**src/hw/rtl/ddao_pkg.sv**
```systemverilog
// Package for the differential-drive arc odometry core.
// Holds widths, the CORDIC arctangent table and the shared types.
// No dependencies.
package ddao_pkg;

	localparam int CORDIC_STEPS = 16;
	localparam int TABLE_LEN    = 24;
	localparam int STEP_W       = $clog2(TABLE_LEN + 1);

	localparam logic [15:0] CPT_RESET = 16'd21299;
	localparam logic [15:0] WB_RESET  = 16'd2708;

	localparam logic [0:0] REG_CPT = 1'b0;
	localparam logic [0:0] REG_WB  = 1'b1;

	localparam logic signed [33:0] CORDIC_GAIN = 34'sd652032875;
	localparam logic [17:0] RAD_TO_BA = 18'd166886;

	localparam logic signed [41:0] R_LIMIT = 42'sd1099511627775;

	function automatic logic signed [33:0] atan_lut(input logic [STEP_W-1:0] i);
		case (i)
			5'd0:  atan_lut = 34'sd536870912;
			5'd1:  atan_lut = 34'sd316933406;
			5'd2:  atan_lut = 34'sd167458907;
			5'd3:  atan_lut = 34'sd85004756;
			5'd4:  atan_lut = 34'sd42667331;
			5'd5:  atan_lut = 34'sd21354465;
			5'd6:  atan_lut = 34'sd10679838;
			5'd7:  atan_lut = 34'sd5340245;
			5'd8:  atan_lut = 34'sd2670163;
			5'd9:  atan_lut = 34'sd1335087;
			5'd10: atan_lut = 34'sd667544;
			5'd11: atan_lut = 34'sd333772;
			5'd12: atan_lut = 34'sd166886;
			5'd13: atan_lut = 34'sd83443;
			5'd14: atan_lut = 34'sd41722;
			5'd15: atan_lut = 34'sd20861;
			5'd16: atan_lut = 34'sd10430;
			5'd17: atan_lut = 34'sd5215;
			5'd18: atan_lut = 34'sd2608;
			5'd19: atan_lut = 34'sd1304;
			5'd20: atan_lut = 34'sd652;
			5'd21: atan_lut = 34'sd326;
			5'd22: atan_lut = 34'sd163;
			5'd23: atan_lut = 34'sd81;
			default: atan_lut = 34'sd0;
		endcase
	endfunction

	function automatic logic signed [23:0] sat24(input logic signed [63:0] v);
		if (v > 64'sd8388607) sat24 = 24'sd8388607;
		else if (v < -64'sd8388608) sat24 = -24'sd8388608;
		else sat24 = v[23:0];
	endfunction

	typedef struct packed {
		logic start;
		logic [15:0] angle;
	} trig_req_t;

	typedef struct packed {
		logic done;
		logic signed [16:0] cos_v;
		logic signed [16:0] sin_v;
	} trig_rsp_t;

	typedef struct packed {
		logic start;
		logic sign_n;
		logic [63:0] num;
		logic [63:0] den;
	} div_req_t;

	typedef struct packed {
		logic done;
		logic [63:0] quo;
	} div_rsp_t;

endpackage

```
**src/hw/rtl/ddao_divider.sv**
```systemverilog
// Restoring unsigned divider, one quotient bit a cycle, 64 bit operands.
// Truncating quotient with sign applied at the end. Uses ddao_pkg.
module ddao_divider (
	input  logic               clk,
	input  logic               arst_n,
	input  ddao_pkg::div_req_t req,
	output ddao_pkg::div_rsp_t rsp
);
	import ddao_pkg::*;

	logic [63:0] q_q, d_q;
	logic [64:0] r_q;
	logic [6:0] n_q;
	logic busy_q, done_q, sg_q;
	logic [64:0] r_sh, r_sub;

	always_comb begin
		r_sh  = {r_q[63:0], q_q[63]};
		r_sub = r_sh - {1'b0, d_q};
	end

	always_ff @(posedge clk or negedge arst_n) begin
		if (!arst_n) begin
			busy_q <= 1'b0;
			done_q <= 1'b0;
		end else begin
			done_q <= 1'b0;
			if (req.start && !busy_q) begin
				busy_q <= 1'b1;
				q_q <= req.num;
				d_q <= req.den;
				r_q <= '0;
				n_q <= '0;
				sg_q <= req.sign_n;
			end else if (busy_q) begin
				if (n_q == 7'd64) begin
					busy_q <= 1'b0;
					done_q <= 1'b1;
					if (sg_q) q_q <= -q_q;
				end else begin
					if (!r_sub[64]) begin
						r_q <= r_sub; q_q <= {q_q[62:0], 1'b1};
					end else begin
						r_q <= r_sh;  q_q <= {q_q[62:0], 1'b0};
					end
					n_q <= n_q + 1'b1;
				end
			end
		end
	end

	assign rsp.done = done_q;
	assign rsp.quo  = q_q;
endmodule
```
**config.mk**
```make
export PLATFORM = sky130hd
export DESIGN_NAME = ddao_divider
export DESIGN_NICKNAME = d
export VERILOG_FILES = /design/src/hw/rtl/ddao_pkg.sv /design/src/hw/rtl/ddao_divider.sv
export SDC_FILE = /design/constraint.sdc
export NUM_CORES = 1
export LEC_CHECK = 0
export ABC_CLOCK_PERIOD_IN_PS = 13600
export BUFFER_PORTS_ARGS = -buffer_cell sky130_fd_sc_hd__buf_4
export CAP_MARGIN = 20
export CORE_MARGIN = 1
export CORE_UTILIZATION = 38
export DETAILED_ROUTE_END_ITERATION = 10
export GPL_TIMING_DRIVEN = 0
export SYNTH_ARGS = -nofsm -noshare
export SYNTH_HDL_FRONTEND = slang
export SYNTH_SLANG_ARGS = --single-unit
```
**constraint.sdc**
```tcl
create_clock -name clk -period 13.6 [get_ports clk]
set_input_delay 3.4 -clock clk [delete_from_list [all_inputs] [get_ports clk]]
set_output_delay 3.4 -clock clk [all_outputs]
set_load 0.02 [all_outputs]
```
== Word-level counts from Yosys, hierarchy flattened ==
Index checks and enable logic that the tools add are counted.
Word-level totals
  register bits after elaboration: 203
  latch bits: 0
  bits in writable memories: 0
  bits in read-only memories: 0
  input bits: 132
  word-level logic and storage cells: 33
  memories kept: 0
Cells by class
  add/subtract/negate cells: 3
  multipliers: 0
  divide/modulo/power cells: 0
  $lt $le $gt $ge: 0
  eq/ne operators: 2
  shifts and indexed selects: 0
  mux-type cells: 16
  bitwise gates (word level): 0
  reductions and logical operators: 5
Operator list (count)
  64-bit 2-to-1 mux: 4
  65-bit 2-to-1 mux: 3
  65-bit by 64-bit subtractor with 65-bit output: 1
  64-bit negation: 1
  7-bit 2-to-1 mux: 2
  7-bit by 1-bit adder with 7-bit output, second input constant: 1
  7-bit == test, second input constant: 1
  1-bit 2-to-1 mux: 7
  3-bit inequality test, second input constant: 1
  3-bit AND reduction: 1
  2-bit AND reduction: 1
  2-bit nonzero test: 1
  1-bit logical AND: 1
  1-bit logical NOT: 1

== Logic depth before layout (Yosys ltp) ==
  word-level depth: 5
  depth in mapped cells: 15
  mapped depth without buffers: 13

== Worst setup path after synthesis ==
OpenSTA, ideal clock, no wires.
  kind: input to register
  start point: input req[129] (netlist name)
  end point: register q_q[10] (enable)
  arrival: 6.163 ns
  data required time: 13.114 ns
  setup slack: 6.951 ns
  cell stages on the path: 2
  path through: o21ai_0 nor2_1
On the way
  cells in the longest elaborated chain, start to end: 3
  elaborated cells on any way between the ends: 4
  classes of those cells: eq/ne (1); reduce/logical (3)
Ends and longest elaborated chain
  start: declaration: RTL line ddao_divider.sv:6  | input ddao_pkg::div_req_t req,
  1-bit logical AND *: RTL line ddao_divider.sv:28  | if (req.start && !busy_q) begin
  3-bit inequality test (no source line) / 2-bit nonzero test (equally long branches)
  3-bit AND reduction (no source line) *
  end signal: assignment: RTL line ddao_divider.sv:30  | q_q <= req.num;
  end signal: assignment: RTL line ddao_divider.sv:39  | if (sg_q) q_q <= -q_q;
  end signal: assignment: RTL line ddao_divider.sv:42  | r_q <= r_sub; q_q <= {q_q[62:0], 1'b1};
  end: declaration: RTL line ddao_divider.sv:11  | logic [63:0] q_q, d_q;
Mark *: on every way between the ends. The rest lies on a longest branch, timed or not.
A chain may end at the register's enable or synchronous reset.

== Worst setup path in the final report ==
  start point: input req[129] (netlist name)
  end point: register d_q[29] (enable)
On the way
  cells in the longest elaborated chain, start to end: 2
Ends and longest elaborated chain
  1-bit logical AND: RTL line ddao_divider.sv:28
  2-bit AND reduction (no source line)
  end signal: assignment: RTL line ddao_divider.sv:31  | d_q <= req.den;
  end: declaration: RTL line ddao_divider.sv:11
No other way between the ends.

==> run_results.csv <==
group,metric,value,unit
outcome,status,"complete, no violations",
logic_synthesis,netlist_area,13950,sq um
layout,layout.cells.non_filler,2237,
global_routing,grt_overflow,0,
clock_network,tritoncts,"built",
place,place_congestion,0.9229,
global_routing,antenna_found_initial,1,
logic_synthesis,ys_warn_count,0,
clock_network,ctsResizeCount,0,
global_routing,grt_pass1_wl,68390,um
floorplan,die_h,193.6,um
layout,area_growth,20.32,%
global_routing,grt_max_degree,76,
clock_network,cts_buffers,25,
sta,final.min_clock_period,5.840,ns
place,place_inst,2195,
logic_synthesis,ys_seq_area_share,43.41,%
floorplan,io_pins,197,
layout,final_cell_area,16780,sq um
sta,tightestPinTransition,1.072,ns
clock_network,post_cts_buffers,0,
floorplan,start_util,38.93,%
floorplan,fp-row-count,69,
layout,finalNetCount,1961,
clock_network,cts-root-buf,"clkbuf_16",
routing,wl_per_cell,19.65,um
worst_setup_path,endpoint_kind,"flop",
layout,diodes,0,
power,swShare,43.96,%
power,finalPower,3.781,mW
routing,totalWireLength,43960,um
power,p_per_area,225.3,nW/um^2
routing,drt-pass1-iter-count,7,
worst_setup_path,arrival,5.99,ns
sta,post-route-period-util,42.94,%
routing,via_count,12880,
sta,setup_slack,7.760,ns
logic_synthesis,synth_cell_types,77,
power,intPower,2.119,mW
place,placed_cell_area,16050,sq um
floorplan,core,35830,sq um
routing,first_iter_violations,928,
routing,wl_met3,2863,um
logic_synthesis,avgSynthCellArea,9.082,sq um
power,pwr-share-comb,52.6,%
sta,hold_viol,0,
sta,maxSlewViolCount,0,
clock_network,hold_buffers,0,
worst_setup_path,worst-endpoint-required,13.75,ns
logic_synthesis,ys_seq_elements,202,
worst_setup_path,crit_type,"primary input to flop",
power,pwr-share-seq,30.9,%
power,pwr-share-clk,16.5,%
sta,rsz0062_at_grt,"false",
floorplan,die_area,37480,sq um
logic_synthesis,synth_edf_count,200,
routing,ant_nets,0,
routing,drc,0,
sta,fmax,0.1712,GHz
logic_synthesis,async_reset_ff_share,0.9901,%
place,dp_slack,7.203,ns
sta,fin_skew,0.01491,ns
run,drv_cap,0,
clock_network,insertion_delay,0.54,ns
place,portBuffers,196,
routing,wl_met1,19700,um
clock_network,htreeDepth,1,
power,irDropWorstVdd,114.3,uV
clock_network,cts.sinks,202,
place,dp_hpwl,32270,um
sta,relSlewSlack,28.53,%
routing,wl_met2,20520,um
routing,top_layer,"met5",
global_routing,grt_use_total,22.93,%
logic_synthesis,ys.flop_type,"edfxtp_1",
layout,fillers,3504,
clock_network,path_clk_slew,0.06,ns
worst_setup_path,cp-start-kind,"primary input",
worst_setup_path,path_max_fanout,65,
sta,setup_violations,0,
logic_synthesis,syn-instance-count,1536,
min_path,hold_class,"flop to flop",
power,cellLeakagePower,6.463,nW
floorplan,die_width,193.6,um
routing,routed_via_density,5.757,
global_routing,first_global_vias,12300,
layout,drive_gt1_share,14.75,%
power,p_switching,1.662,mW
logic_synthesis,syn_nets,1736,
clock_network,cts_buffer_depth,3,
sta,final.setup.tns,0,ns
-- per-layer routing --
| layer | GRT usage, % | vias up |
|---|---|---|
| met2 | 37.93 | 470 |
| met1 | 31.54 | 6164 |
| met3 | 2.755 | 64 |
| met4 | 6.400 | 2 |
| li1 | - | 6178 |
| met5 | 0 | - |
-- layout by cell type, fill, tap and decap left out, drive strengths merged, types with 11 or more instances in the layout --
cell / synthesis / routed
mux2i: 29 / 29
edfxtp: 200 / 200
nand4: 22 / 22
ha: 67 / 67
o21bai: 11 / 11
o21a: 12 / 12
a21oi: 129 / 129
xnor2: 53 / 53
o21ai: 160 / 160
or4: 13 / 13
nand2: 183 / 183
o31ai: 13 / 13
nand2b: 14 / 14
inv: 94 / 94
a21o: 26 / 26
or3: 18 / 18
o211ai: 23 / 23
clkbuf: 72 / 99
buf: 14 / 212
nand3: 35 / 35
nor3: 36 / 36
nor4: 11 / 11
o22ai: 13 / 13
nor2: 114 / 114
a32oi: 14 / 14
a31oi: 23 / 23
clkinv: 0 / 12
xor2: 24 / 24
-- cells in the mapped netlist, types with 3 or more instances --
cell type  number  share of area, %
or3_1          18              0.81
o21bai_1       11              0.59
buf_2           5              0.18
or2_2           4              0.18
inv_1          94               2.5
a311oi_1        4              0.25
nor4_1          8              0.36
a211o_1         3              0.19
o311ai_0        9              0.57
o21a_1         12              0.65
o41ai_1        10              0.63
o22ai_1        13              0.58
buf_4           3              0.16
nor2_1        114               3.1
nor2b_1         7              0.31
o311a_1         3              0.22
nor3_1         35               1.3
clkbuf_1       71               1.9
o211ai_1       23               1.2
a21o_1         26               1.4
nand2_1       183               4.9
and2_1          7              0.31
a32oi_1        14              0.88
edfxtp_1      200                43
a21oi_1       129               4.6
mux2i_1        29               2.1
o2111ai_1       7              0.44
nand2b_1       14              0.63
xnor2_1        53               3.3
a221oi_1        4              0.25
ha_1           67               6.0
nand4_1        22              0.99
o21ai_1         4              0.14
a211oi_1        8              0.43
buf_1           6              0.16
o31ai_1        13              0.70
xor2_1         24               1.5
a21boi_0        3              0.16
o21ai_0       156               5.6
a31oi_1        23               1.0
nand3_1        35               1.3
and3_1          9              0.40
or4_1          12              0.65
-- stage by stage --
step	hold slack, ns	util [%]
4_1_cts	0.6014	46.85
2_1_floorplan	0.5455	-
3_3_place_gp	0.5775	44.65
6_report	0.5963	46.85
5_1_grt	0.6297	46.85
3_5_place_dp	0.5864	44.79
-- worst paths after layout --
path,start,to,slack [ns],cells after the start
max,req[129],d_q[29],7.76,5
min,r_q[21],r_q[21],0.60,2
max reg2reg,q_q[63],r_q[50],8.66,15
min reg2reg,r_q[21],r_q[21],0.60,2
max in group asynchronous,arst_n,busy_q,9.85,1
min in group asynchronous,arst_n,done_q,3.11,1
-- power groups by stage --
stage               Sequential, mW  Combinational (mW)  Clock [mW]
floorplan                     1.17                1.37           0
global route                  1.19                2.20       0.662
global placement              1.17                1.94           0
detailed placement            1.17                1.97           0
CTS                           1.16                1.98       0.641
finish                        1.17                1.99       0.622
-- final cells by class --
| class | count | area, sq um | area share (%) |
|---|---|---|---|
| sequential | 202 | 6056 | 36.08 |
| clock buffer | 27 | 633.1 | 3.772 |
| inverter | 94 | 352.8 | 2.102 |
| multi-input combinational | 1154 | 7209 | 42.95 |
| clock inverter | 15 | 103.9 | 0.6187 |
| timing repair buffer | 198 | 1511 | 9.005 |
| buffer | 86 | 341.6 | 2.035 |
| tap | 461 | 576.8 | 3.436 |
-- registers in the layout, summed over array words and instances (netlist names) --
signal and cells:
d_q 64, busy_q 1, done_q 1, r_q 64, n_q 7, sg_q 1
q_q 64
-- critical path: stages --
cell,delay [ns]
buf_4,0.12
nor2b_1,0.49
clkbuf_1,0.48
clkbuf_1,0.58
and2_4,0.86
-- cell families (layout without fill, tap and decap cells) --
| family | count (synthesis) | after routing | share of synthesized area (%) |
|---|---|---|---|
| xor gates and xnor gates | 77 | 77 | 4.835 |
| AOI/OAI and AO/OA | 497 | 497 | 22.05 |
| muxes | 30 | 30 | 2.162 |
| buffers and inverters | 180 | 420 | 4.978 |
| DFF | 202 | 202 | 43.41 |
| adders and majority gates | 68 | 68 | 6.153 |
| and+or+nand+nor | 482 | 482 | 16.41 |
(Power assumes the default switching activity.)
